File: src/rtl/mtbd_pkg.sv
// Shared constants and controller/datapath interface types for the bounded MT draw core.
`timescale 1ns / 1ps
package mtbd_pkg;

  localparam int STATE_WORDS  = 624;
  localparam int SHIFT_OFFSET = 397;
  localparam int ADDR_W       = $clog2(STATE_WORDS);

  localparam logic [31:0] TWIST_MATRIX = 32'h9908b0df;
  localparam logic [31:0] HIGH_BIT     = 32'h80000000;
  localparam logic [31:0] LOW_BITS     = 32'h7fffffff;
  localparam logic [31:0] TEMPER_B     = 32'h9d2c5680;
  localparam logic [31:0] TEMPER_C     = 32'hefc60000;
  localparam logic [31:0] SEED_MULT    = 32'd69069;
  localparam logic [31:0] DEFAULT_SEED = 32'd4357;

  localparam logic [ADDR_W-1:0] LAST_WORD = ADDR_W'(STATE_WORDS - 1);
  localparam logic [ADDR_W-1:0] IDX_SPENT = ADDR_W'(STATE_WORDS);
  localparam logic [ADDR_W-1:0] IDX_NEVER = ADDR_W'(STATE_WORDS + 1);

  localparam logic ACT_SEED = 1'b0;

  typedef struct packed {
    logic load_in;
    logic fill_start_seed;
    logic fill_start_default;
    logic fill_step;
    logic tw_load;
    logic tw_hi;
    logic tw_rd;
    logic tw_wr;
    logic fetch_rd;
    logic temper;
    logic div_step;
    logic out_zero;
    logic out_rem;
  } ctrl_cmd_t;

  typedef struct packed {
    logic action;
    logic bound_zero;
    logic idx_never;
    logic idx_spent;
    logic cnt_last_word;
    logic div_last;
    logic out_busy;
  } dp_status_t;

endpackage

File: src/rtl/mtbd_ctrl.sv
// Controller state machine sequencing seed fill, twist, fetch and divide.
`timescale 1ns / 1ps
module mtbd_ctrl
  import mtbd_pkg::*;
(
  input  logic       clk,
  input  logic       rst,
  input  logic       in_valid,
  output logic       in_ready,
  input  dp_status_t sts,
  output ctrl_cmd_t  cmd
);

  typedef enum logic [3:0] {
    S_IDLE, S_DECIDE, S_FILL, S_TW_LOAD, S_TW_HI, S_TW_RD, S_TW_WR,
    S_FETCH, S_TEMPER, S_DIVIDE, S_FIN_ZERO, S_FIN_REM
  } state_t;

  state_t state;

  assign in_ready = (state == S_IDLE);

  always_ff @(posedge clk) begin
    if (rst) begin
      state <= S_IDLE;
    end else begin
      case (state)
        S_IDLE: begin
          if (in_valid) state <= S_DECIDE;
        end
        S_DECIDE: begin
          if (sts.action == ACT_SEED) state <= S_FILL;
          else if (sts.bound_zero) state <= S_FIN_ZERO;
          else if (sts.idx_never) state <= S_FILL;
          else if (sts.idx_spent) state <= S_TW_LOAD;
          else state <= S_FETCH;
        end
        S_FILL: begin
          if (sts.cnt_last_word) begin
            state <= (sts.action == ACT_SEED) ? S_FIN_ZERO : S_TW_LOAD;
          end
        end
        S_TW_LOAD: state <= S_TW_HI;
        S_TW_HI:   state <= S_TW_RD;
        S_TW_RD:   state <= S_TW_WR;
        S_TW_WR: begin
          state <= sts.cnt_last_word ? S_FETCH : S_TW_RD;
        end
        S_FETCH:  state <= S_TEMPER;
        S_TEMPER: state <= S_DIVIDE;
        S_DIVIDE: begin
          if (sts.div_last) state <= S_FIN_REM;
        end
        S_FIN_ZERO, S_FIN_REM: begin
          if (!sts.out_busy) state <= S_IDLE;
        end
        default: state <= S_IDLE;
      endcase
    end
  end

  always_comb begin
    cmd                    = '0;
    cmd.load_in            = (state == S_IDLE) && in_valid;
    cmd.fill_start_seed    = (state == S_DECIDE) && (sts.action == ACT_SEED);
    cmd.fill_start_default = (state == S_DECIDE) && (sts.action != ACT_SEED) &&
                             !sts.bound_zero && sts.idx_never;
    cmd.fill_step          = (state == S_FILL);
    cmd.tw_load            = (state == S_TW_LOAD);
    cmd.tw_hi              = (state == S_TW_HI);
    cmd.tw_rd              = (state == S_TW_RD);
    cmd.tw_wr              = (state == S_TW_WR);
    cmd.fetch_rd           = (state == S_FETCH);
    cmd.temper             = (state == S_TEMPER);
    cmd.div_step           = (state == S_DIVIDE);
    cmd.out_zero           = (state == S_FIN_ZERO) && !sts.out_busy;
    cmd.out_rem            = (state == S_FIN_REM) && !sts.out_busy;
  end

  a_single_out_load: assert property (@(posedge clk) disable iff (rst)
    !(cmd.out_zero && cmd.out_rem))
    else $error("two result loads at once");

  a_accept_only_idle: assert property (@(posedge clk) disable iff (rst)
    cmd.load_in |=> state == S_DECIDE)
    else $error("accept did not start decode");

  a_fill_exclusive: assert property (@(posedge clk) disable iff (rst)
    !(cmd.fill_start_seed && cmd.fill_start_default))
    else $error("two fill starts at once");

endmodule
File: config.mk
export PLATFORM = sky130hd
export DESIGN_NAME = mtbd_ctrl
export DESIGN_NICKNAME = d
export VERILOG_FILES = /design/src/rtl/mtbd_pkg.sv /design/src/rtl/mtbd_ctrl.sv
export SDC_FILE = /design/constraint.sdc
export NUM_CORES = 1
export LEC_CHECK = 0
export BUFFER_PORTS_ARGS = -buffer_cell sky130_fd_sc_hd__buf_2
export CORE_MARGIN = 1
export CORE_UTILIZATION = 36
export CTS_CLUSTER_SIZE = 16
export DETAILED_ROUTE_END_ITERATION = 7
export PLACE_DENSITY = 0.67
export SYNTH_ARGS = -nofsm -noshare
export SYNTH_HDL_FRONTEND = slang
export SYNTH_SLANG_ARGS = --single-unit
File: constraint.sdc
create_clock -name clk -period 4 [get_ports clk]
set_clock_uncertainty 0.15 [all_clocks]
set_input_delay 1.2 -clock clk [delete_from_list [all_inputs] [get_ports clk]]
set_output_delay 1.2 -clock clk [all_outputs]
set_load 0.01 [all_outputs]
==> Yosys cells after proc, flatten, opt, wreduce, memory -nomap -nowiden <==
Index checks and enable logic that the tools add are counted.
{ "totals": {"rom_bits": 0, "ram_bits": 0, "latchBits": 0, "regBits": 4, "memories": 0} }
{ "op_classes": {"div": 0, "shift": 0, "muxes": 11, "n_lt_le_gt_ge": 0, "n_bitwise": 1, "n_eq_ne": 15, "n_reduce_logical": 12, "mul": 0, "add_sub_neg": 0} }
{ "ops": {"columns": ["operator", "n"], "rows": [
  ["one-hot mux 4 bit (11 select lines)", 1],
  ["2-to-1 mux 4 bit", 7],
  ["== test 4 x 3 -> 1 bit (second input constant)", 4],
  ["== test 4 bit (second input constant)", 4],
  ["== test 4 x 2 -> 1 bit (second input constant)", 2],
  ["inequality test 2 bit (second input constant)", 4],
  ["logical AND 1 bit", 7],
  ["2-to-1 mux 3 bit", 2],
  ["== test 4 x 1 -> 1 bit (second input constant)", 1],
  ["logical NOT 4 bit", 1],
  ["AND reduction 4 bit", 1],
  ["logical NOT 1 bit", 2],
  ["2-to-1 mux 2 bit", 1],
  ["OR reduction 2 bit", 1],
  ["NOT 1 bit", 1]
]} }

==> Logic depth before layout (Yosys ltp) <==
{ "logic_depth": {"word_depth": 5, "ltp_mapped": 6, "depth_no_buf": 4} }

==> Worst setup path before layout <==
No wires, ideal clock.
{ "synth_path": {"path_kind": "input port to output port", "startpoint": "input sts[5] (netlist name)", "endpoint": "output cmd[10] (netlist name)", "t_arrival_ns": 1.734, "required_time_ns": 2.650, "cell_stages": 2, "path_buffers": 0, "path_slack_ns": 0.916, "path_cell_list": "nand2b_1 > nor4_1"} }
{ "synth_lines": {"columns": ["item", "line_no", "text"], "rows": [
  ["from (decl)", "mtbd_ctrl.sv:10", "input dp_status_t sts,"],
  ["to (decl)", "mtbd_ctrl.sv:11", "output ctrl_cmd_t cmd"]
]} }

==> results.toml <==
[setup_path]
critPathTopFamily = "simple AND/OR/NAND/NOR gates"
reg2regPathDepth = 4
slowest_delay_ns = 0.18
crit_slowest_cell = "nand2b_1"
required_ns = 2.65
timing.critical_path.buf_inv = 2
worst-path-stages = 4
worstSetupEndpointType = "output port"
critPathKind = "in2out"
critPathLaunchType = "input port"
crit_chain = "buf_2 -> nand2b_1 -> nor4_1 -> buf_2"
cp_common_cell = "buf_2"
worstPathArrival_ns = 1.80
critPathMaxFanout = 2

[power_and_ir_drop]
swShare_pct = 48.86
irDropWorstVdd_mv = 0.2647
power_frac_seq_pct = 26.2
power_density_mw_per_mm2 = 644.8
power_switching_mw = 0.1861
leakage_nw = 0.2752
power.total_mw = 0.3808
clkPwrFrac_pct = 12.9
p_int_mw = 0.1947
pwr-share-comb_pct = 61.0

[timing]
hold_viol = 0
post-route-period-util_pct = 78.87
relSlewSlack_pct = 71.21
setup_viol = 0
max_freq_mhz = 317.0
rsz0062_at_grt = "no"
worst_pin_slew_ns = 0.4312
fin_setup_tns_ns = 0
slew_viol_final = 0
whs_ns = 0.5134
final.min_clock_period_ns = 3.155

[clock_network]
cts_hold_buf = 0
clk_path_buf_depth = 2
post_cts_buffers = 0
numCtsBuffers = 3
clock-sinks = 4
cts_resized = 0
tritoncts = "done"
ctsRootBufferMaster = "clkbuf_4"
clk_pin_slew_ns = 0.04
htreeDepth = 1
clk_latency_ns = 0.23

[outcome]
status = "finished, final reports clean"

[run]
cap_violations = 0

[grt]
antenna_found_initial = 0
grt_util_all_layers_pct = 14.90
grt_overflow = 0
grt_first_pass_wirelength_mm = 1.524
grt_pass1_vias = 351
grt_max_degree = 17

[cells_and_area]
final_nets = 103
regMostFlops = "state"
n_antenna_cell = 0
fillers = 132
area_delta_synth_final_pct = 26.54
largest_reg_flops = 4
drive_gt1_share_pct = 30.77
reg_top3 = "state (4)"

[yosys]
synth_top_family_by_area = "simple AND/OR/NAND/NOR gates"
synth_xor_area_share_pct = 1.877
yosysTopAreaCell = "dfxtp_1"
synthAdderAreaFrac_pct = 0
yosysSeqAreaShare_pct = 17.16
synthesis.instances = 69
synth_nets = 79
ys_top_cells_by_area = "dfxtp_1 17%, nor2_1 9.7%, a21oi_1 6.4%"
synth-warning-count = 0
ys_ff_latch = 4
synth_simple_gate_area_share_pct = 48.26
synth.area.mux_share_pct = 0
syn_area_um2 = 466.7
ys_types = 29
synth_compound_area_share_pct = 24.40
syn_area_per_cell_um2 = 6.764
synth_top_area_share_pct = 17.16

[floorplanning]
die_w_um = 38.01
rows = 12
dieArea_mm2 = 0.001444
core_mm2 = 0.001156
die_y_um = 38.01
start_util_pct = 40.37
io_pins = 24

[routing]
ant_nets = 0
via_per_inst = 5.219
post_drt_wl_per_cell_um = 9.743
num_vias = 548
first_iter_violations = 10
post-route-drc-count = 0
dr.pass1.iters = 3
wl_mm = 1.023

[min_path]
hp-class = "reg2reg"
hold_path_depth = 2

[placement]
place_hpwl_um = 800.8
portBuffers = 23
gp_congestion = 0.7998
[cell type report]
class,count,area (um2),share of cell area (%)
repair buffers,23,115.1,19.49
inverters,2,7.507,1.271
multi-input cells,59,347.8,58.90
well taps,14,17.52,2.966
flip-flops and latches,4,80.08,13.56
clock buffers,3,22.52,3.814
[power groups by stage]
| stage | combinational (mW) | clock, mW | sequential (mW) |
|---|---|---|---|
| global route | 0.258 | 0.0546 | 0.106 |
| detailed placement | 0.235 | 0 | 0.0995 |
| CTS | 0.235 | 0.0519 | 0.0990 |
| finish | 0.232 | 0.0490 | 0.0997 |
| floorplan | 0.217 | 0 | 0.0709 |
| global placement | 0.232 | 0 | 0.0999 |
[metal layers]
metal	GRT usage [%]	share of wire, %	vias up
li1	-	-	289
met1	20.85	51	243
met2	21.98	45	16
met3	6.977	4.4	0
met4	0	0	0
met5	0	0	-
[Yosys cell counts (all sizes together)]
cell type,number
nand2b,4
nand3b,1
or3,4
o21ai,3
o2111ai,2
a21oi,6
xor2,1
a31oi,2
o21bai,2
dfxtp,4
inv,2
nor2b,3
nor3b,1
nor3,3
a21o,1
buf,3
a2bb2oi,1
nor4,2
a21boi,1
nor2,12
and2,1
clkbuf,1
or2,2
or2b,2
nand2,5
[placed cells by master, fill, tap and decap left out, types with 3 or more instances in the layout]
cell / Yosys / routed
nor2b_1: 3 / 3
buf_2: 1 / 23
nand2b_1: 4 / 4
or3_1: 3 / 3
nand2_1: 5 / 5
clkbuf_4: 0 / 3
nor2_1: 12 / 12
dfxtp_1: 4 / 4
nor3_1: 3 / 3
a21oi_1: 6 / 6
[worst register-to-register path, delay by kind of cell (launching register included)]
| family | cells | cell delay (ns) |
|---|---|---|
| flops | 1 | 0.58 |
| simple gates | 2 | 0.70 |
| compound gates | 2 | 0.32 |
[worst paths after layout]
| kind | to | slack, ns | startpoint |
|---|---|---|---|
| min reg2reg | state[3] | 0.51 | state[3] |
| max reg2reg | state[0] | 2.19 | state[0] |
| max | cmd[10] | 0.85 | sts[5] |
| min | state[3] | 0.51 | state[3] |
[through the flow]
step,cell area [um2],std cells,util (%),setup slack (ns)
2_1_floorplan,466.7,69,-,0.9158
3_3_place_gp,568.0,102,49.13,0.8535
3_5_place_dp,568.0,102,49.13,0.8350
4_1_cts,590.6,105,51.08,0.8352
5_1_grt,590.6,105,51.08,0.7511
6_report,590.6,105,51.08,0.8453
[cell families (layout without fill, tap and decap cells)]
logic type / count (synthesis) / in the layout
AOI/OAI and AO/OA: 18 / 18
xor gates and xnor gates: 1 / 1
buffers and inverters: 6 / 28
DFF: 4 / 4
and+or+nand+nor: 40 / 40
No activity file was read; power rests on OpenSTA's default activity.
